===== config.mk =====
export PLATFORM = sky130hd
export DESIGN_NAME = etf_front
export DESIGN_NICKNAME = d
export VERILOG_FILES = /design/src/hdl/event_timestamp_filter_framer_assert.svh /design/src/hdl/etf_pkg.sv /design/src/hdl/etf_front.sv
export SDC_FILE = /design/constraint.sdc
export NUM_CORES = 1
export LEC_CHECK = 0
export BUFFER_PORTS_ARGS = -buffer_cell sky130_fd_sc_hd__buf_2
export CORE_AREA = 2 2 78 58
export DETAILED_ROUTE_END_ITERATION = 10
export DIE_AREA = 0 0 80 60
export GPL_ROUTABILITY_DRIVEN = 0
export PLACE_DENSITY = 0.77
export SYNTH_ARGS = -nofsm -noshare
export SYNTH_HDL_FRONTEND = slang
export SYNTH_SLANG_ARGS = --single-unit

===== constraint.sdc =====
create_clock -name clk -period 1.7 [get_ports clk]
set_clock_uncertainty 0.2 [all_clocks]
set_input_delay 0.085 -clock clk [delete_from_list [all_inputs] [get_ports clk]]
set_output_delay 0.085 -clock clk [all_outputs]
set_load 0.1 [all_outputs]

===== src/hdl/event_timestamp_filter_framer_assert.svh =====
`ifndef EVENT_TIMESTAMP_FILTER_FRAMER_ASSERT_SVH
`define EVENT_TIMESTAMP_FILTER_FRAMER_ASSERT_SVH

// implication checked on the same edge
`define ETF_ASSERT_NOW(label, ante, cons, msg) \
	label: assert property (@(posedge clk) disable iff (!arst_n) (ante) |-> (cons)) \
		else $error(msg);

// implication checked on the next edge
`define ETF_ASSERT_NEXT(label, ante, cons, msg) \
	label: assert property (@(posedge clk) disable iff (!arst_n) (ante) |=> (cons)) \
		else $error(msg);

`endif


===== src/hdl/etf_pkg.sv =====
package etf_pkg;

	localparam int TIME_BITS = 48;
	localparam int CFG_DATA_W = 48;
	localparam int CFG_IDX_W = 2;
	localparam int DEF_SENSOR_ROWS = 128;
	localparam int DEF_SENSOR_COLUMNS = 128;
	localparam int MID_DEPTH = 2;
	localparam int OUT_DEPTH = 2;

	localparam logic [TIME_BITS-1:0] WRAP_STEP = TIME_BITS'(64'd67108864);
	localparam logic [31:0] WRAP_FIELD_MASK = 32'hFC00_0000;
	localparam logic [31:0] WRAP_MARK = 32'h8800_0000;
	localparam logic [31:0] LOW_TIME_MASK = 32'h03FF_FFFF;

	localparam logic [CFG_IDX_W-1:0] CFG_FRAME_INTERVAL = 2'd0;
	localparam logic [CFG_IDX_W-1:0] CFG_RELIABILITY_THRESHOLD = 2'd1;
	localparam logic [CFG_IDX_W-1:0] CFG_COORDINATE_OFFSET = 2'd2;

	localparam logic [47:0] RST_FRAME_INTERVAL = 48'd10000;
	localparam logic [47:0] RST_RELIABILITY_THRESHOLD = 48'd10000;
	localparam logic [3:0] RST_COORDINATE_OFFSET = 4'd0;

	typedef struct packed {
		logic [31:0] time_word;
		logic [6:0] row;
		logic [6:0] column;
		logic polarity;
		logic ignore;
	} in_item_t;

	typedef struct packed {
		logic event_kept;
		logic [7:0] out_row;
		logic [7:0] out_column;
		logic out_polarity;
		logic [47:0] event_time;
		logic frame_end;
	} out_item_t;

	typedef struct packed {
		logic [TIME_BITS-1:0] ts;
		logic [6:0] row;
		logic [6:0] column;
		logic polarity;
	} mid_item_t;

	typedef struct packed {
		logic [47:0] frame_interval;
		logic [47:0] reliability_threshold;
		logic [3:0] coordinate_offset;
	} cfg_t;

endpackage


===== src/hdl/etf_front.sv =====
module etf_front
	import etf_pkg::*;
#(
	parameter int SENSOR_ROWS = DEF_SENSOR_ROWS,
	parameter int SENSOR_COLUMNS = DEF_SENSOR_COLUMNS
) (
	input  logic      clk,
	input  logic      arst_n,
	input  logic      accept,
	input  in_item_t  item,
	output logic      mid_push,
	output mid_item_t mid_item
);

	localparam logic [10:0] ROWS_L = 11'(SENSOR_ROWS);
	localparam logic [10:0] COLS_L = 11'(SENSOR_COLUMNS);

	logic [TIME_BITS-1:0] wrap_offset_q;
	logic is_wrap;
	logic in_range;

	assign is_wrap = ((item.time_word & WRAP_FIELD_MASK) == WRAP_MARK);
	assign in_range = ({4'b0, item.row} < ROWS_L) && ({4'b0, item.column} < COLS_L);

	assign mid_push = accept && !is_wrap && !item.ignore && in_range;
	assign mid_item.ts = TIME_BITS'(item.time_word & LOW_TIME_MASK) + wrap_offset_q;
	assign mid_item.row = item.row;
	assign mid_item.column = item.column;
	assign mid_item.polarity = item.polarity;

	always_ff @(posedge clk or negedge arst_n) begin
		if (!arst_n) begin
			wrap_offset_q <= '0;
		end else if (accept && is_wrap) begin
			wrap_offset_q <= wrap_offset_q + WRAP_STEP;
		end
	end

endmodule


==> impl_metrics.toml, run 1 <==
[synthesis]
ys_ff_latch = 22
ys.warnings.count = 0
ys.flop_type = "dfrtp_1"
syn_nets = 183
syn_avg_cell_area_sq_um = 10.2
ys_types = 20
yosysSeqAreaShare_pct = 41.2
synthCells = 131
synthArstFlopShare_pct = 100
synth-edff-count = 0
syn_area_sq_um = 1340

[clock_network]
numClockSinks = 22
clk_pin_slew_worst_paths_ps = 80
root_buffer = "clkbuf_8"
cts_max_level = 1
insertion_delay_ps = 260
clock_path_buffers = 2
cts_tree = "built"
cts_buffers = 3

[pwr]
vdd_drop_max_mv = 0.592
p_leak_nw = 0.857
p_per_area_nw_per_um2 = 866
total_power_mw = 1.65

[timing]
slew_headroom_pct = 33.5
drv_slew = 0
tns_ps = 0
fmaxAchievable_ghz = 0.604
rsz0062_at_grt = "yes"
finalCritPeriodShare_pct = 97.4
min_period_ps = 1660
setup_viol = 0
hold_viol_final = 0
whs_ps = 119
worstMarginPinSlew_ps = 994

[global_route]
antenna_found_initial = 0
gr-total-overflow = 0
grt_max_degree = 23
grt_pass1_vias = 940
grt_pass1_wl_um = 4310
grtUsageTotal_pct = 11.6

[drt]
drt_iter0_drc = 11
via_per_inst = 4.32
routedWlPerCell_um = 12.8
dr_total_vias = 997
route.detailed.drc = 0
ant_nets = 0
dr.pass1.iters = 3
postRouteWirelength_um = 2970

[setup_path]
critPathMaxFanout = 7
ff2ff_path_depth = 6
r2r_end = "wrap_offset_q[46]"
reg2reg_from = "wrap_offset_q[26]"
start_kind = "flop"
end_kind = "flop"
crit_required_ps = 1650
crit_start = "wrap_offset_q[26]"
r2r_setup_slack_ps = 40
arrival_ps = 1610
crit_type = "flop to flop"

[min_path]
hp-class = "primary input to async pin"

[floorplanning]
die_width_um = 80
initial_core_util_pct = 32.5
coreArea_sq_um = 4100
rows = 20
fp.dieArea_sq_um = 4800
pin_count = 115
die_y_um = 60

[status]
status = "completed"

[job]
maxCapViolCount = 0

[final_layout]
layoutNonFillerInstCount = 231
largest_reg_flops = 22
largest_register = "wrap_offset_q"
diodes = 0
layout-drive-gt1-share_pct = 42.0
fin_util_pct = 46.5
syn_to_final_growth_pct = 43.0
fill_cells = 372
nets = 229
top_regs = "wrap_offset_q (22)"

[placement]
portBuffers = 32
dp_hpwl_um = 1890
placedCellCount = 183
cell usage in the layout (no fill, tap or decap), drive strengths merged, types with 2 or more instances in the layout:
cell / n
dlygate4sd3: 42
nand4: 10
nor2: 5
and2: 2
xor2: 4
xnor2: 17
nor3: 2
and3: 3
clkbuf: 3
buf: 42
dfrtp: 22
nand3: 9
nand2: 6
nor4: 2
area by class of cell:
class	count	area, sq um	area share, %
multi-input cells	65	503	26.3
clock buffers	3	41.3	2.16
flip-flops and latches	22	599	31.4
inverters	1	3.75	0.197
repair buffers	84	663	34.7
clock inverters	1	30.0	1.57
well taps	55	68.8	3.60
stage by stage:
step	area [sq um]	worst slack, ps
2_1_floorplan	1410	-213
3_3_place_gp	1380	-227
3_5_place_dp	1380	-267
4_1_cts	1880	4.64
5_1_grt	1910	-46.4
6_report	1910	44.2
worst max-delay path by stage:
stage,to,slack (ps)
CTS,mid_push,5
global placement,wrap_offset_q[45],-230
finish,wrap_offset_q[46],40
floorplan,wrap_offset_q[46],-210
global route,wrap_offset_q[46],-50
detailed placement,wrap_offset_q[32],-270
critical path, cell delays in order (launching register included):
cell and delay (ps):
dfrtp_4 470, ha_4 170, nand3_4 70, nor4_4 220, buf_6 160, nand4_1 100
xnor2_1 160
repair_timing:
| item | in CTS | in global routing |
|---|---|---|
| endpoints found under the hold margin | 63 | 0 |
| pin swaps | 1 | 5 |
| gates resized for setup | 0 | 5 |
| endpoints found under the setup margin | 5 | 13 |
| hold buffers | 42 | 0 |
| buffers inserted | 1 | 1 |
where the power goes:
group          internal, mW  leakage (nW)  switching [mW]
Clock                 0.314        0.0357           0.178
Combinational        0.0959         0.550           0.506
Sequential            0.538         0.272          0.0213
metal layers:
| metal | vias up | global-route usage, % | wire length (um) |
|---|---|---|---|
| met5 | - | 0 | 0 |
| met4 | 0 | 2.18 | 17 |
| met3 | 2 | 3.17 | 164 |
| met2 | 38 | 20.1 | 1540 |
| met1 | 471 | 14.8 | 1240 |
| li1 | 486 | - | - |
logic make-up (layout without fill, tap and decap cells):
| group | after synthesis | count (layout) | share of synthesized area (%) |
|---|---|---|---|
| xor+xnor | 21 | 21 | 13.8 |
| flops | 22 | 22 | 41.2 |
| simple gates | 42 | 42 | 19.2 |
| mux | 1 | 1 | 0.843 |
| fa+ha+maj | 1 | 1 | 0.937 |
| buf+inv | 44 | 89 | 24.0 |
Yosys cell counts, types with 2 or more instances:
cell type  number  area, sq um
buf_4          41          308
and2_1          2         12.5
nor2_1          5         18.8
nor3_1          2         10.0
nand3_1         9         45.0
nand4_1        10         62.6
xnor2_1        17          149
nand2_1         6         22.5
and3_1          3         18.8
xor2_1          4         35.0
dfrtp_1        22          551
nor4_4          2         42.5
Note: power is estimated with default switching activity, not from simulation.
==> run 2, diff against run 1 <==
Settings changed: CORE_AREA 2 2 78 58 to 2 2 72 53, DIE_AREA 0 0 80 60 to 0 0 74 55, PLACE_DENSITY 0.77 to 0.86.
Clock period 1.7 ns to 2.05 ns, I/O delays scaled along.
==> run 2 against run 1 <==
Effect of this change: clock power is 45% lower; routed wire length is 25% lower; power is 49% lower.
==> impl_metrics.toml, run 2 (same netlist as run 1, synthesis figures left out) <==
[drt]
drt_iter0_drc = 9
ant_nets = 0
dr_total_vias = 808
postRouteWirelength_um = 2210
via_per_inst = 4.54
route.detailed.drc = 0
routedWlPerCell_um = 12.4
dr.pass1.iters = 3

[clock_network]
clock_path_buffers = 2
cts_max_level = 1
cts_tree = "built"
cts_buffers = 3
root_buffer = "clkbuf_8"
post-cts-setup-buffers = 0
insertion_delay_ps = 260
numClockSinks = 22
clk_pin_slew_worst_paths_ps = 70

[setup_path]
critPathMaxFanout = 5
arrival_ps = 1740
cpLargestDelayFamily = "simple AND/OR/NAND/NOR gates"
end_kind = "flop"
cp_cell_sequence = "nand4_1 -> or3_2 -> nor2_1 -> xor2_1"
start_kind = "flop"
slowest_stage = "or3_2"
crit_type = "flop to flop"
cp_num_buf_inv = 0
max_stage_delay_ps = 500
crit_required_ps = 2030

[timing]
min_period_ps = 1750
fmaxAchievable_ghz = 0.570
slew_headroom_pct = 67.5
tns_ps = 0
hold_viol_final = 0
finalCritPeriodShare_pct = 85.6
worstMarginPinSlew_ps = 487
setup_slack_ps = 296
setup_viol = 0
rsz0062_at_grt = "no"
drv_slew = 0

[pwr]
p_seq_share_pct = 54.6
p_int_uw = 602
p_per_area_nw_per_um2 = 619
p_switching_uw = 233
vdd_drop_max_mv = 0.272
combPwrFrac_pct = 13.1
clockPowerShare_pct = 32.3
switching_share_pct = 27.9
p_leak_nw = 0.646

[global_route]
gr-total-overflow = 0
grtUsageTotal_pct = 11.4
antenna_found_initial = 0
grt_max_degree = 23
grt_pass1_vias = 785
grt_pass1_wl_um = 3430

[status]
status = "completed"

[floorplanning]
fp.dieArea_sq_um = 4070
pin_count = 115
coreArea_sq_um = 3400
die_width_um = 74
rows = 18
die_y_um = 55
initial_core_util_pct = 39.3

[final_layout]
final_cell_mix = "32 x buf_2, 17 x xnor2_1, 11 x dfrtp_2"
multi_input_area_sq_um = 469
largest_reg_flops = 22
diodes = 0
regArea_sq_um = 576
layout-drive-gt1-share_pct = 44.5
syn_to_final_growth_pct = 1.03
largest_register = "wrap_offset_q"
top_regs = "wrap_offset_q (22)"
fill_cells = 337
nets = 181
final_common_cell = "buf_2"

[placement]
dp_slack_ps = 75.4
portBuffers = 32
dp_hpwl_um = 1650

[min_path]
hp-class = "primary input to output pin"

[job]
maxCapViolCount = 0
[run 2: changes by cell type in the layout (fill, tap and decap cells not counted), moves of 2 or more]
cell	previous run	this run
dfrtp_1	3	8
dlygate4sd3_1	42	1
buf_6	2	0
dfrtp_2	9	11
buf_4	8	3
dfrtp_4	10	3
[run 2: area by class of cell]
| class | count | area share [%] |
|---|---|---|
| timing repair buffer | 36 | 14.3 |
| sequential | 22 | 42.7 |
| tap | 50 | 4.64 |
| clock buffer | 4 | 3.34 |
| multi-input combinational | 65 | 34.8 |
| inverter | 1 | 0.278 |
[run 2: final timing paths]
kind	endpoint	from	cells past startpoint	slack [ps]
max reg2reg	wrap_offset_q[32]	wrap_offset_q[28]	4	300
max	wrap_offset_q[32]	wrap_offset_q[28]	4	300
min	mid_item[16]	item[17]	0	5
max in group asynchronous	wrap_offset_q[28]	arst_n	2	1150
min in group asynchronous	wrap_offset_q[30]	arst_n	2	130
min reg2reg	wrap_offset_q[47]	wrap_offset_q[47]	1	270
[run 2: repair_timing]
action                                 in CTS  in global routing
endpoints found under the hold margin      22                  0
hold buffers                                1                  0
gates resized for setup                     0                  0
[run 2: routing by layer]
metal	global-route usage [%]	share of wire, %	vias up
li1	-	-	391
met1	11.3	42	387
met2	22.0	51	24
met3	4.17	6.3	6
met4	4.85	0.86	0
met5	0	0	-
[run 2: power groups by stage]
stage / Sequential, mW / Clock [mW] / Combinational (mW)
CTS: 0.456 / 0.282 / 0.111
floorplan: 0.519 / 0 / 0.401
finish: 0.456 / 0.270 / 0.110
detailed placement: 0.465 / 0 / 0.109
global placement: 0.465 / 0 / 0.107
global route: 0.457 / 0.299 / 0.116
[run 2: per-stage QoR]
| stage | cell area (sq um) | cells | utilization [%] | total power [mW] | hold WS, ps |
|---|---|---|---|---|---|
| floorplan | 1370 | 131 | - | 0.919 | -393 |
| global placement | 1290 | 173 | 38.0 | 0.572 | -112 |
| detailed placement | 1290 | 173 | 38.0 | 0.574 | -112 |
| CTS | 1350 | 178 | 39.7 | 0.849 | 5.68 |
| global route | 1350 | 178 | 39.7 | 0.872 | 5.16 |
| finish | 1350 | 178 | 39.7 | 0.835 | 5.03 |
