===== src/hdl/event_timestamp_filter_framer_assert.svh =====
`ifndef EVENT_TIMESTAMP_FILTER_FRAMER_ASSERT_SVH
`define EVENT_TIMESTAMP_FILTER_FRAMER_ASSERT_SVH

// implication checked on the same edge
`define ETF_ASSERT_NOW(label, ante, cons, msg) \
	label: assert property (@(posedge clk) disable iff (!arst_n) (ante) |-> (cons)) \
		else $error(msg);

// implication checked on the next edge
`define ETF_ASSERT_NEXT(label, ante, cons, msg) \
	label: assert property (@(posedge clk) disable iff (!arst_n) (ante) |=> (cons)) \
		else $error(msg);

`endif


===== src/hdl/etf_fifo.sv =====
module etf_fifo #(
	parameter int W = 8,
	parameter int DEPTH = 2
) (
	input  logic         clk,
	input  logic         arst_n,
	input  logic         wr,
	input  logic [W-1:0] wdata,
	input  logic         rd,
	output logic [W-1:0] rdata,
	output logic         empty,
	output logic         full
);

	localparam int PW = $clog2(DEPTH);
	localparam int CW = $clog2(DEPTH + 1);

	logic [W-1:0] slot_q [DEPTH];
	logic [PW-1:0] wp_q;
	logic [PW-1:0] rp_q;
	logic [CW-1:0] cnt_q;
	logic do_wr;
	logic do_rd;

	assign full = (cnt_q == CW'(DEPTH));
	assign empty = (cnt_q == '0);
	assign do_wr = wr && !full;
	assign do_rd = rd && !empty;
	assign rdata = slot_q[rp_q];

	always_ff @(posedge clk or negedge arst_n) begin
		if (!arst_n) begin
			wp_q <= '0;
			rp_q <= '0;
			cnt_q <= '0;
		end else begin
			if (do_wr) begin
				wp_q <= (wp_q == PW'(DEPTH - 1)) ? '0 : wp_q + 1'b1;
			end
			if (do_rd) begin
				rp_q <= (rp_q == PW'(DEPTH - 1)) ? '0 : rp_q + 1'b1;
			end
			if (do_wr && !do_rd) begin
				cnt_q <= cnt_q + 1'b1;
			end else if (do_rd && !do_wr) begin
				cnt_q <= cnt_q - 1'b1;
			end
		end
	end

	always_ff @(posedge clk) begin
		if (do_wr) begin
			slot_q[wp_q] <= wdata;
		end
	end

endmodule


===== config.mk =====
export PLATFORM = sky130hd
export DESIGN_NAME = etf_fifo
export DESIGN_NICKNAME = d
export VERILOG_FILES = /design/src/hdl/event_timestamp_filter_framer_assert.svh /design/src/hdl/etf_fifo.sv
export SDC_FILE = /design/constraint.sdc
export NUM_CORES = 1
export LEC_CHECK = 0
export BUFFER_PORTS_ARGS = -buffer_cell sky130_fd_sc_hd__clkbuf_2
export CAP_MARGIN = 40
export CORE_MARGIN = 1
export CORE_UTILIZATION = 30
export CTS_BUF_LIST = sky130_fd_sc_hd__clkbuf_8
export CTS_CLUSTER_DIAMETER = 40
export DETAILED_ROUTE_END_ITERATION = 12
export SYNTH_ARGS = -nofsm -noshare
export SYNTH_HDL_FRONTEND = slang
export SYNTH_SLANG_ARGS = --single-unit

===== constraint.sdc =====
create_clock -name clk -period 1.5 [get_ports clk]
set_input_delay 0.3 -clock clk [delete_from_list [all_inputs] [get_ports clk]]
set_output_delay 0.3 -clock clk [all_outputs]
set_load 0.01 [all_outputs]

==> results of run 1 <==
-- repair_timing --
item,CTS,global route
setup endpoints to repair,8,9
resized for setup,1,23
buffers inserted,1,5
hold buffers,1,0
hold endpoints to repair,4,0
pin swaps,0,1
-- state kept, by name (all words and copies together), names as in the netlist --
name	flops
slot_q	16
cnt_q	2
wp_q	1
rp_q	1
-- power by group through the flow --
stage / Clock (mW) / Combinational (mW) / Sequential, mW
after CTS: 0.410 / 0.649 / 0.885
after global placement: 0 / 0.613 / 0.890
after global routing: 0.431 / 1.04 / 0.874
after floorplan: 0 / 0.438 / 0.846
after detailed placement: 0 / 0.616 / 0.898
final: 0.397 / 0.956 / 0.863
-- metal layers --
metal / track usage / part of all wire / vias up
li1: - / - / 224
met1: 0.115 / 0.45 / 215
met2: 0.146 / 0.49 / 16
met3: 0.0201 / 0.058 / 0
met4: 0.0395 / 0 / 0
met5: 0 / 0 / -
-- cell usage after synthesis --
master                      n
sky130_fd_sc_hd__and3_1     1
sky130_fd_sc_hd__buf_2      1
sky130_fd_sc_hd__dfrtp_1    4
sky130_fd_sc_hd__edfxtp_1  16
sky130_fd_sc_hd__ha_1       1
sky130_fd_sc_hd__inv_1      2
sky130_fd_sc_hd__mux2_1     6
sky130_fd_sc_hd__mux2_2     2
sky130_fd_sc_hd__nand2_2    1
sky130_fd_sc_hd__nand2b_1   1
sky130_fd_sc_hd__nor2_1     3
sky130_fd_sc_hd__o21ai_1    1
sky130_fd_sc_hd__xnor2_1    2
sky130_fd_sc_hd__xnor2_2    1
sky130_fd_sc_hd__xor2_1     2
-- worst max-delay path, delay by kind of cell (launching register included) --
kind                   cells  cell delay [ps]
DFF                        1              440
muxes                      1              290
buffers and inverters      2              260
-- metrics by stage --
step	setup TNS (ps)	instance area, um^2	util
after global placement	0	935	0.377
after floorplan	0	782	-
after detailed placement	0	935	0.377
after global routing	-544	1120	0.451
after CTS	-189	1010	0.407
final	-297	1120	0.451
-- cell families after synthesis --
family                   Yosys count  share of synthesized area
flip-flops                        20                      0.742
XOR/XNOR                           5                     0.0656
multiplexers                       8                      0.115
buffers and inverters              3                     0.0160
adder cells (fa/ha/maj)            1                     0.0160
AND/OR/NAND/NOR                    6                     0.0384
AO/OA/AOI/OAI                      1                    0.00639
-- worst paths after layout --
check | from | endpoint | slack [ps] | cells past startpoint
worst max-delay path | rp_q$_DFFE_PN0P_ | rdata[1] | -50 | 3
worst min-delay path | wdata[3] | slot_q[1][3]$_DFFE_PP_ | 240 | 1
worst max register to register | cnt_q[0]$_DFFE_PN0P_ | cnt_q[1]$_DFFE_PN0P_ | 140 | 6
worst min register to register | cnt_q[1]$_DFFE_PN0P_ | cnt_q[1]$_DFFE_PN0P_ | 520 | 1
max in group asynchronous | arst_n | rp_q$_DFFE_PN0P_ | 970 | 2
min in group asynchronous | arst_n | wp_q$_DFFE_PN0N_ | 380 | 2
-- final cells by class --
type / instances / area [um^2] / area share
multi-input combinational: 21 / 211 / 0.189
clock buffer: 4 / 55.1 / 0.0493
tap: 30 / 37.5 / 0.0336
timing repair buffer: 30 / 224 / 0.200
sequential: 20 / 582 / 0.521
inverter: 2 / 7.51 / 0.00672
==> impl.org, run 1 <==
** Timing
- Number of pins with negative max-slew slack in the final report :: 0
- RSZ-0062 raised after global routing :: yes
- Clock skew on the completed layout was measured at 4.27 ps.
- In this run the tightest slew margin relative to its limit is 0.727.
- Min setup slack post-route :: -47.7 ps
- Worst Hold Margin :: 236 ps
- Final Hold Violating Endpoints :: 0
- Time the final worst path needs with I/O delays and setup :: 1550 ps
- Derived from the worst setup path, the maximum achievable clock frequency is ~650 MHz.
- Slew at the pin with the worst max-slew slack :: approximately 400 ps
- Final period util :: 1.03
- Setup violations remaining at the end of the flow were counted as 8.

** Route
- In the routed layout, each cell is associated on average with a via count of 4.25.
- Final Routed Wirelength :: 1260 um
- Number of vias in the routed layout :: between 400 and 500
- In this run the remaining antenna-violating nets after routing total 0.
- Drt pass-1 iters :: 3
- After the first detailed-routing iteration, the DRC count stood at 7.
- Drc violations :: 0
- In the final routed layout, each cell accounts on average for 11.8 um.

** Global routing
- The first global-routing pass estimated 1750 um of wire.
- Vias in the first global route :: 420
- GRT Resource Usage Total :: 0.0902
- Entering global routing, the biggest net connects 12 pins.
- The initial antenna violation count is 0.
- Overflow after GRT :: 0

** Power and ir drop
- Cell internal power was estimated by the tool at 1.59 mW.
- Dividing total power by cell area gives a power density of between 1500 and 2000 mW/mm^2.
- Sw Share :: 0.283
- The share of total power dissipated in combinational logic is 0.431.
- Maximum ir drop on the vdd rail :: approximately 1.1 mV
- For this design the static power due to leakage is 0.488 nW.
- Total power :: 2.22 mW
- Net switching power :: between 0.6 and 0.7 mW
- Fraction of power consumed by the clock network :: 0.179
- Share of power burned in registers :: 0.389

** Outcome
- Outcome :: complete, but fails checks
- The final reports fail on negative setup slack.

** Critical path
- Critical path endpoint category :: output port
- Required time worst endpoint :: 1200 ps
- Data on the critical path arrives at its endpoint at 1250 ps.
- The signal on the critical path passes through buf_6 > mux2_4 > buf_6.
- Element type at the critical path start :: flop
- Slowest cell on the critical path :: sky130_fd_sc_hd__dfrtp_2
- Of all nets on the critical path, the largest fanout is 4.
- On the worst path, the slowest cell contributes a delay of around 440 ps.
- Cell repeated most along the worst path :: sky130_fd_sc_hd__buf_6
- Crit path kind :: reg2out

** Floorplanning
- The floorplan step set the die height to 53.1 um.
- Area of the core :: 0.00248 mm^2
- IO Count :: 22
- Die area :: 0.00281 mm^2
- The die is 53.1 um wide.
- After floorplanning, the core was divided into 18 placement rows.
- The initial utilization of the core area, before any placement, comes to 0.316.

** Synthesis
- Cell type contributing the most total cell area after synthesis :: sky130_fd_sc_hd__edfxtp_1
- Post-Syn Nets :: 57
- The share of synthesized area in the top cell type comes to 0.614.
- For this run, the number of Yosys warnings is 0.
- Dividing the synthesized area by the synthesized cell count gives 17.8 um^2.
- Number of different library cells in the post-synthesis netlist :: 15
- Synthesis produced a netlist whose cell count is 44.
- Of the synthesized area, sequential elements account for 0.742.
- Synthesis inferred 20 register bits.
- Cell Area, Synth :: 782 um^2
- By area the synthesized netlist is led by sky130_fd_sc_hd__edfxtp_1 61%, sky130_fd_sc_hd__dfrtp_1 13%, sky130_fd_sc_hd__mux2_1 8.6%.

** CTS
- Clk buf depth :: 2
- Later-pin clock latency in the skew report :: 250 ps
- TritonCTS clock tree :: built
- Clock-pin slew was measured on the worst setup and hold paths at 70 ps.
- Number of clock sinks :: 20
- CTS Buf Count :: 3
- CTS built an H-tree with a depth of 1.
- CTS root buf :: sky130_fd_sc_hd__clkbuf_8

** Placed design
- The count of buffers added on input and output ports is 21.
- Placed cells :: 96
- Pre-CTS setup slack :: 114 ps
- The congestion estimate from routability-driven global placement came to 0.663.
- DP Wirelength :: approximately 860 um

** Flow run
- Number of max-cap violations :: 0

** Layout
- Top library cells by usage in the layout, fill and taps aside :: 16 x sky130_fd_sc_hd__edfxtp_1, 15 x sky130_fd_sc_hd__clkbuf_2, 9 x sky130_fd_sc_hd__buf_6, 6 x sky130_fd_sc_hd__mux2_4, 5 x sky130_fd_sc_hd__buf_4
- Layout cell share with drive strength beyond 1 :: 0.571
- After filler insertion, the fill cell instance count of the layout stands at 232.
- Relative area change from synthesis to final layout :: 42.9%
- Leaving out fill and tap cells, the most frequent cell in the layout is sky130_fd_sc_hd__edfxtp_1.
- The repair_antennas step left the layout with diodes totalling 0.
- Final #Nets :: 91
- The count of cells in the finished layout, fillers not included, comes to 107.

** Hold path
- Class of the tightest hold or removal check :: in2reg
No activity file was read; power rests on OpenSTA's default activity.
==> inputs of run 2 (changes only) <==
--- a/config.mk
+++ b/config.mk
@@ -12,6 +12,7 @@
 export CTS_BUF_LIST = sky130_fd_sc_hd__clkbuf_8
 export CTS_CLUSTER_DIAMETER = 40
 export DETAILED_ROUTE_END_ITERATION = 12
+export MAX_ROUTING_LAYER = met4
 export SYNTH_ARGS = -nofsm -noshare
 export SYNTH_HDL_FRONTEND = slang
 export SYNTH_SLANG_ARGS = --single-unit
==> run 2 against run 1 <==
The run still ends with negative setup slack left. Flip-flop and latch count unchanged. Non-clock buffer count unchanged. Sequential power about the same. Highest routed layer is now met4.
==> impl.org, run 2 (synthesis gave the netlist of run 1 again) <==
** Timing
- Max Clock Skew :: 4.28 ps (was 4.27 ps)
- Summed negative setup slack over all endpoints :: -298 ps (was -297 ps)
- Final Hold Violating Endpoints :: 0 (unchanged)
- RSZ-0062 raised after global routing: yes (unchanged).
- Worst Hold Margin :: 236 ps (about the same)
- The max-slew violation count is 0 (unchanged).
- Slew at the pin with the worst max-slew slack :: 409 ps (about the same)
- The final number of setup-violating endpoints is 8 (unchanged).
- Time the final worst path needs with I/O delays and setup :: 1550 ps (about the same)
- Worst max-slew margin expressed relative to the limit :: 0.727 (about the same)
- The final worst setup slack was -47.7 ps (about the same).
- The maximum achievable frequency was 646 MHz (about the same).
- Final period util :: 1.03 (about the same)

** Floorplanning
- IO Count :: 22 (unchanged)
- The number of standard-cell rows in the floorplan came to 18 (unchanged).
- Die Y :: 53.1 um (unchanged)
- Die width :: 53.1 um (unchanged)
- The area inside the core boundary came to 0.00248 mm^2 (unchanged).
- The initial cell density of the core is 0.316 (unchanged).
- The floorplan die area is 0.00281 mm^2 (unchanged).

** Critical path
- The kind of critical path was reg2out (unchanged).
- Critical path endpoint category :: output port (unchanged)
- Element type at the critical path start :: flop (unchanged)
- The arrival time at the worst endpoint was 1250 ps (about the same).
- The endpoint required time on the critical path was 1200 ps (about the same).
- Crit path max fanout :: 4 (unchanged)

** Layout
- Top register by number of flip-flops :: slot_q (unchanged)
- Regs by FF count :: slot_q: 16 flops, cnt_q: 2 flops (unchanged)
- Number of diodes added for antenna fixing :: 0 (unchanged)
- Final #Nets :: 91 (unchanged)
- The most common library cell in the layout ignoring fill and taps is sky130_fd_sc_hd__edfxtp_1 (unchanged).
- Relative area change from synthesis to final layout :: 42.9% (unchanged)
- The final core area utilization was 0.451 (unchanged).
- The flip-flop count of the largest register, all copies and words added is 16 (unchanged).
- The count of filler cells inserted in the layout is 232 (unchanged).
- The layout cell share with drive strength beyond 1 is 0.571 (unchanged).
- Top library cells by usage in the layout, fill and taps aside: 16 x sky130_fd_sc_hd__edfxtp_1, 15 x sky130_fd_sc_hd__clkbuf_2, 9 x sky130_fd_sc_hd__buf_6, 6 x sky130_fd_sc_hd__mux2_4, 5 x sky130_fd_sc_hd__buf_4 (unchanged).

** Power and ir drop
- Reported leakage power :: 0.488 nW (unchanged)
- The power per cell area came to 1980 mW/mm^2 (about the same).
- The peak supply drop came to 1.11 mV (about the same).

** Flow run
- Number of max-cap violations :: 0 (unchanged)

** Route
- The iteration-0 DRC count of the detailed router came to 7 (unchanged).
- The post-route DRC violation count is 0 (unchanged).
- Drt pass-1 iters :: 3 (unchanged)
- DR WL/cell :: 11.8 um (about the same)
- Via-to-Cell Ratio :: 4.27 (was 4.25)
- The total length of routed wires is 1260 um (about the same).
- The count of nets left with antenna violations after detail routing came to 0 (unchanged).
- Number of vias in the routed layout :: 457 (was 455)

** CTS
- The maximum clock insertion buffer count came to 2 (unchanged).
- The clock root buffer is sky130_fd_sc_hd__clkbuf_8 (unchanged).
- The number of H-tree branching levels is 1 (unchanged).
- The TritonCTS buffer count was 3 (unchanged).
- The number of clock sinks seen by CTS came to 20 (unchanged).
- Clock transition at path regs :: 70 ps (about the same)
- TritonCTS clock tree :: built (unchanged)
- Later-pin clock latency in the skew report :: 250 ps (about the same)

** Placed design
- The pre-CTS worst setup slack came to 114 ps (unchanged).
- The number of input and output port buffers inserted is 21 (unchanged).
- RePlAce Congestion :: 0.669 (was 0.663)
- The total half-perimeter wirelength after legalization and detailed placement was 858 um (unchanged).

** Global routing
- The global-route total usage across every layer came to 0.0926 (was 0.0902).
- The pin count of the biggest net entering global routing was 12 (unchanged).
- First-pass GRT wire length :: 1750 um (unchanged)
- Overflow after GRT :: 0 (unchanged)
- Vias in the first global route :: 419 (was 420)
- Initial antenna violation count :: 0 (unchanged)

** Outcome
- Violations in the final reports :: negative setup slack (unchanged)
- Outcome: complete, but fails checks (unchanged).

** Hold path
- Class of the tightest hold or removal check :: in2reg (unchanged)
==> run 2: cell counts in the layout (fill, tap and decap cells not counted) <==
Identical to the previous run, type by type.
==> run 2: where the power goes <==
part	internal [mW]	total, mW	switching, mW
Sequential	0.780	0.863	0.0830
Clock	0.233	0.397	0.165
Combinational	0.577	0.956	0.380
Total	1.59	2.22	0.627
==> run 2: final timing paths <==
path	from	endpoint	slack [ps]	depth (start not counted)
setup / recovery	rp_q$_DFFE_PN0P_	rdata[1]	-50	3
hold / removal	wdata[3]	slot_q[1][3]$_DFFE_PP_	240	1
setup reg to reg	cnt_q[0]$_DFFE_PN0P_	cnt_q[1]$_DFFE_PN0P_	140	6
hold reg to reg	cnt_q[1]$_DFFE_PN0P_	cnt_q[1]$_DFFE_PN0P_	520	1
max in group asynchronous	arst_n	rp_q$_DFFE_PN0P_	970	2
min in group asynchronous	arst_n	wp_q$_DFFE_PN0N_	380	2
==> run 2: final cells by class <==
cell class / instances / area, um^2 / area share
tap: 30 / 37.5 / 0.0336
clock buffer: 4 / 55.1 / 0.0493
inverter: 2 / 7.51 / 0.00672
multi-input combinational: 21 / 211 / 0.189
timing repair buffer: 30 / 224 / 0.200
sequential: 20 / 582 / 0.521
==> run 2: per-stage QoR <==
| stage | instances | total power, mW | instance area, um^2 |
|---|---|---|---|
| final | 107 | 2.22 | 1120 |
| after global placement | 96 | 1.50 | 935 |
| after floorplan | 44 | 1.28 | 782 |
| after detailed placement | 96 | 1.51 | 935 |
| after global routing | 107 | 2.35 | 1120 |
| after CTS | 102 | 1.94 | 1010 |
==> run 2: metal layers <==
layer,up-vias,global-route usage,wire length [um]
met5,-,-,0
met3,2,0.0201,71
met1,215,0.115,570
met2,16,0.146,617
met4,0,0.0395,4
li1,224,-,-
==> run 2: timing repair <==
action                     in CTS  in global routing
pin swaps                       0                  1
hold endpoints to repair        4                  0
setup endpoints to repair       8                  9
gates resized for setup         1                 23
setup buffers                   1                  5
hold buffers                    1                  0
==> run 2: critical path, stage by stage (launching register included) <==
cell and delay [ps]:
sky130_fd_sc_hd__dfrtp_2 440, sky130_fd_sc_hd__buf_6 140, sky130_fd_sc_hd__mux2_4 290, sky130_fd_sc_hd__buf_6 120
==> inputs of run 3 (changes only) <==
--- a/config.mk
+++ b/config.mk
@@ -5,9 +5,9 @@
 export SDC_FILE = /design/constraint.sdc
 export NUM_CORES = 1
 export LEC_CHECK = 0
+export ABC_AREA = 1
 export BUFFER_PORTS_ARGS = -buffer_cell sky130_fd_sc_hd__clkbuf_2
 export CAP_MARGIN = 40
-export CORE_MARGIN = 1
 export CORE_UTILIZATION = 30
 export CTS_BUF_LIST = sky130_fd_sc_hd__clkbuf_8
 export CTS_CLUSTER_DIAMETER = 40
==> run 3 against run 2 <==
The flow now finishes without violations. Flip-flop and latch count stayed put. Sequential power hardly changed. Die area is 3.4% higher. Total power is 13% lower. Critical path depth is 1 higher. Final cell count is 21% higher. Non-clock buffer count is 6 lower. Register-to-register slack hardly changed. Worst hold slack better by 3.5 ps. Clock skew hardly changed. Combinational power is 25% lower. Routed wire length is 8.5% higher. Highest routed layer is now met3.
==> impl.org, run 3 <==
** Route
- The count of nets left with antenna violations after detail routing was 0 (unchanged).
- DR WL/cell :: 10.5 um (was 11.8 um)
- Via-to-Cell Ratio :: 4.37 (was 4.27)
- The number of detailed-route iterations in the first pass came to 4 (was 3).
- The total length of routed wires came to 1370 um (was 1260 um).
- The post-route DRC violation count came to 0 (unchanged).
- First DRT Iteration DRCs :: 6 (was 7)
- The overall via count from detail_route is 568 (was 457).

** Synthesis
- The summed instance area of the synthesized netlist is 810 um^2 (was 782 um^2).
- The sequential-to-total area share from yosys stat is 0.717 (was 0.742).
- Synth area leaders: sky130_fd_sc_hd__edfxtp_1 59%, sky130_fd_sc_hd__nand2_1 15%, sky130_fd_sc_hd__dfrtp_1 12% (was sky130_fd_sc_hd__edfxtp_1 61%, sky130_fd_sc_hd__dfrtp_1 13%, sky130_fd_sc_hd__mux2_1 8.6%).
- List of most frequent post-synthesis cells: 33 x sky130_fd_sc_hd__nand2_1, 16 x sky130_fd_sc_hd__edfxtp_1, 7 x sky130_fd_sc_hd__inv_1, 4 x sky130_fd_sc_hd__dfrtp_1 (was 16 x sky130_fd_sc_hd__edfxtp_1, 6 x sky130_fd_sc_hd__mux2_1, 4 x sky130_fd_sc_hd__dfrtp_1, 3 x sky130_fd_sc_hd__nor2_1).
- The most frequently used cell type in the post-synthesis netlist was sky130_fd_sc_hd__nand2_1 (was sky130_fd_sc_hd__edfxtp_1).
- Number of different library cells in the post-synthesis netlist :: 14 (was 15)
- Mean post-synth cell area :: 11.1 um^2 (was 17.8 um^2)
- Number of storage elements in the synthesis netlist :: 20 (unchanged)
- Gate Count Post-Synth :: 73 (was 44)
- Post-synth EDFFs :: 16 (unchanged)
- Synth warn :: 0 (unchanged)
- The share of the synthesized area in the top cell type was 0.594 (was 0.614).
- The largest area contributor in the synthesized netlist was sky130_fd_sc_hd__edfxtp_1 (unchanged).
- The dominant synthesized flop cell was sky130_fd_sc_hd__edfxtp_1 (unchanged).
- The net count after synthesis was 86 (was 57).
- Fraction of registers with async set or reset after synthesis :: 0.200 (unchanged)

** CTS
- TritonCTS clock tree :: built (unchanged)
- The number of H-tree branching levels was 1 (unchanged).
- Later-pin clock latency in the skew report :: 250 ps (about the same)
- CTS root buf :: sky130_fd_sc_hd__clkbuf_8 (unchanged)
- The maximum clock insertion buffer count was 2 (unchanged).
- The clock transition at the registers of the reported paths is 70 ps (about the same).
- The TritonCTS buffer count is 3 (unchanged).
- Post-CTS Setup Bufs :: 0 (was 1)
- Number of clock sinks :: 20 (unchanged)

** Global routing
- The global-route total usage across every layer was 0.106 (was 0.0926).
- The remaining global-route overflow was 0 (unchanged).
- The pin count of the biggest net entering global routing was 12 (unchanged).
- The initial antenna violation count was 0 (unchanged).
- First-pass GRT wire length :: 2040 um (was 1750 um)
- Vias in the first global route :: 479 (was 419)

** Floorplanning
- Num rows :: 18 (unchanged)
- The floorplan die area came to 0.00291 mm^2 (was 0.00281 mm^2).
- Die width :: 53.9 um (was 53.1 um)
- The count of pins on the block boundary was 22 (unchanged).
- The height of the die is 53.9 um (was 53.1 um).
- Initial cell density of the core :: 0.321 (was 0.316)
- Area of the core :: 0.00252 mm^2 (was 0.00248 mm^2)

** Placed design
- Number of port buffers :: 21 (unchanged)
- The routability congestion estimate was 0.693 (was 0.669).
- DP Wirelength :: 1090 um (was 858 um)
- Placed cell area :: 962 um^2 (was 935 um^2)

** Timing
- The share of the clock period used by the worst path is 0.934 (was 1.03).
- Max Clock Skew :: 3.87 ps (was 4.28 ps)
- RSZ-0062 raised after global routing :: no (was yes)
- The worst slew margin relative to its limit was 0.797 (was 0.727).
- The maximum achievable frequency was 714 MHz (was 646 MHz).
- Final Hold Violating Endpoints :: 0 (unchanged)
- Slew at the pin with the worst max-slew slack :: 305 ps (was 409 ps)
- Setup Viol. Count Final :: 0 (was 8)
- The sum of negative setup slack was 0 ps (was -298 ps).
- Number of pins with negative max-slew slack in the final report :: 0 (unchanged)
- Time the final worst path needs with I/O delays and setup :: 1400 ps (was 1550 ps)

** Power and ir drop
- Total power :: 1.92 mW (was 2.22 mW)
- Power density over cell area :: 1880 mW/mm^2 (was 1980 mW/mm^2)
- Reported leakage power :: 0.484 nW (was 0.488 nW)
- Maximum ir drop on the vdd rail :: 1.04 mV (was 1.11 mV)

** Critical path
- Cell repeated most along the worst path :: sky130_fd_sc_hd__nand2_1 (was sky130_fd_sc_hd__buf_6)
- Delay of the slowest critical-path stage :: 450 ps (was 440 ps)
- The endpoint required time on the critical path came to 1200 ps (about the same).
- The category of the worst setup path launch point is a flop (unchanged).
- The kind of capture point of the worst setup path was an output port (unchanged).
- CP cell instances: buf_4 > nand2_1 > nand2_1 > clkbuf_2 (was buf_6 > mux2_4 > buf_6).
- Crit path max fanout :: 6 (was 4)
- The kind of critical path is reg2out (unchanged).
- R2r setup slk :: 140 ps (about the same)
- The arrival time at the worst endpoint is 1100 ps (was 1250 ps).
- Slowest cell on the critical path :: sky130_fd_sc_hd__dfrtp_2 (unchanged)

** Layout
- Number of diodes added for antenna fixing :: 0 (unchanged)
- Final core utilization :: 0.405 (was 0.451)
- Number of fillers in the final layout :: 254 (was 232)
- Post-route cell area :: 0.00102 mm^2 (was 0.00112 mm^2)
- The most common library cell in the layout ignoring fill and taps is sky130_fd_sc_hd__nand2_1 (was sky130_fd_sc_hd__edfxtp_1).
- The count of nets after finishing is 114 (was 91).
- Top library cells by usage in the layout, fill and taps aside :: 33 x sky130_fd_sc_hd__nand2_1, 21 x sky130_fd_sc_hd__clkbuf_2, 16 x sky130_fd_sc_hd__edfxtp_1, 7 x sky130_fd_sc_hd__inv_1 (was 16 x sky130_fd_sc_hd__edfxtp_1, 15 x sky130_fd_sc_hd__clkbuf_2, 9 x sky130_fd_sc_hd__buf_6, 6 x sky130_fd_sc_hd__mux2_4, 5 x sky130_fd_sc_hd__buf_4)
- Relative area change from synthesis to final layout :: 26.1% (was 42.9%)
- Regs by FF count :: slot_q: 16 flops, cnt_q: 2 flops (unchanged)
- Top register by number of flip-flops :: slot_q (unchanged)
- The layout cell share with drive strength beyond 1 is 0.300 (was 0.571).
- Flip-flop count of the largest register, all copies and words added :: 16 (unchanged)

** Hold path
- The kind of path behind the tightest hold check was in2reg (unchanged).

** Flow run
- The max-capacitance violation count came to 0 (unchanged).

** Outcome
- Outcome: completed (was complete, but fails checks).
[run 3: changes by cell type after synthesis, sizes merged, moves of 2 or more]
| cell | before | now |
|---|---|---|
| inv | 2 | 8 |
| xnor2 | 3 | 1 |
| xor2 | 2 | 0 |
| nand2 | 1 | 33 |
| mux2 | 8 | 0 |
[run 3: layout make-up]
class | count | area, um^2 | area share
inverter | 8 | 32.5 | 0.0319
clock buffer | 3 | 41.3 | 0.0404
timing repair buffer | 24 | 130 | 0.127
sequential | 20 | 582 | 0.570
tap | 30 | 37.5 | 0.0368
clock inverter | 1 | 3.75 | 0.00368
multi-input combinational | 44 | 194 | 0.190
[run 3: cells by family after synthesis]
group           after synthesis  synth area share
fa+ha+maj                     1            0.0155
simple gates                 40             0.201
xor+xnor                      1            0.0108
compound gates                2            0.0124
flops                        20             0.717
buf+inv                       9            0.0433
[run 3: per-layer routing]
| metal | share of wire | vias to the layer above | track usage |
|---|---|---|---|
| met5 | 0 | - | - |
| met4 | 0 | 0 | 0.0395 |
| met3 | 0.065 | 0 | 0.0169 |
| met2 | 0.49 | 19 | 0.177 |
| met1 | 0.45 | 257 | 0.126 |
| li1 | - | 292 | - |
[run 3: what timing repair did]
| item | CTS | global route |
|---|---|---|
| resized for setup | 0 | 3 |
| setup endpoints to repair | 0 | 2 |
| hold endpoints to repair | 4 | 0 |
| hold buffers | 1 | 0 |
[run 3: through the flow]
step / std cells / setup WS (ps) / hold WS (ps)
final: 130 / 99.7 / 240
after global routing: 130 / 20.1 / 229
after CTS: 130 / 31.2 / 228
after detailed placement: 125 / 46.2 / 114
after global placement: 125 / 123 / 114
after floorplan: 73 / 178 / 4.41
[run 3: where the power goes]
group          internal, mW  total (mW)  switching (mW)
clock                 0.181       0.339           0.157
sequential            0.775       0.864          0.0894
combinational         0.278       0.716           0.437
total                  1.23        1.92           0.684
[run 3: worst paths after layout]
| kind | start | end | cells past startpoint |
|---|---|---|---|
| setup reg to reg | cnt_q[0]$_DFFE_PN0P_ | cnt_q[1]$_DFFE_PN0P_ | 7 |
| hold reg to reg | wp_q$_DFFE_PN0N_ | wp_q$_DFFE_PN0N_ | 2 |
| max in group asynchronous | arst_n | rp_q$_DFFE_PN0P_ | 2 |
| min in group asynchronous | arst_n | wp_q$_DFFE_PN0N_ | 2 |
| setup / recovery | rp_q$_DFFE_PN0P_ | rdata[6] | 4 |
| hold / removal | wdata[7] | slot_q[0][7]$_DFFE_PP_ | 1 |
[run 3: worst max-delay path: cells and delay by family, from the launching register on]
kind,cells,cell delay [ps]
DFF,1,450
buffers and inverters,2,290
and+or+nand+nor,2,110
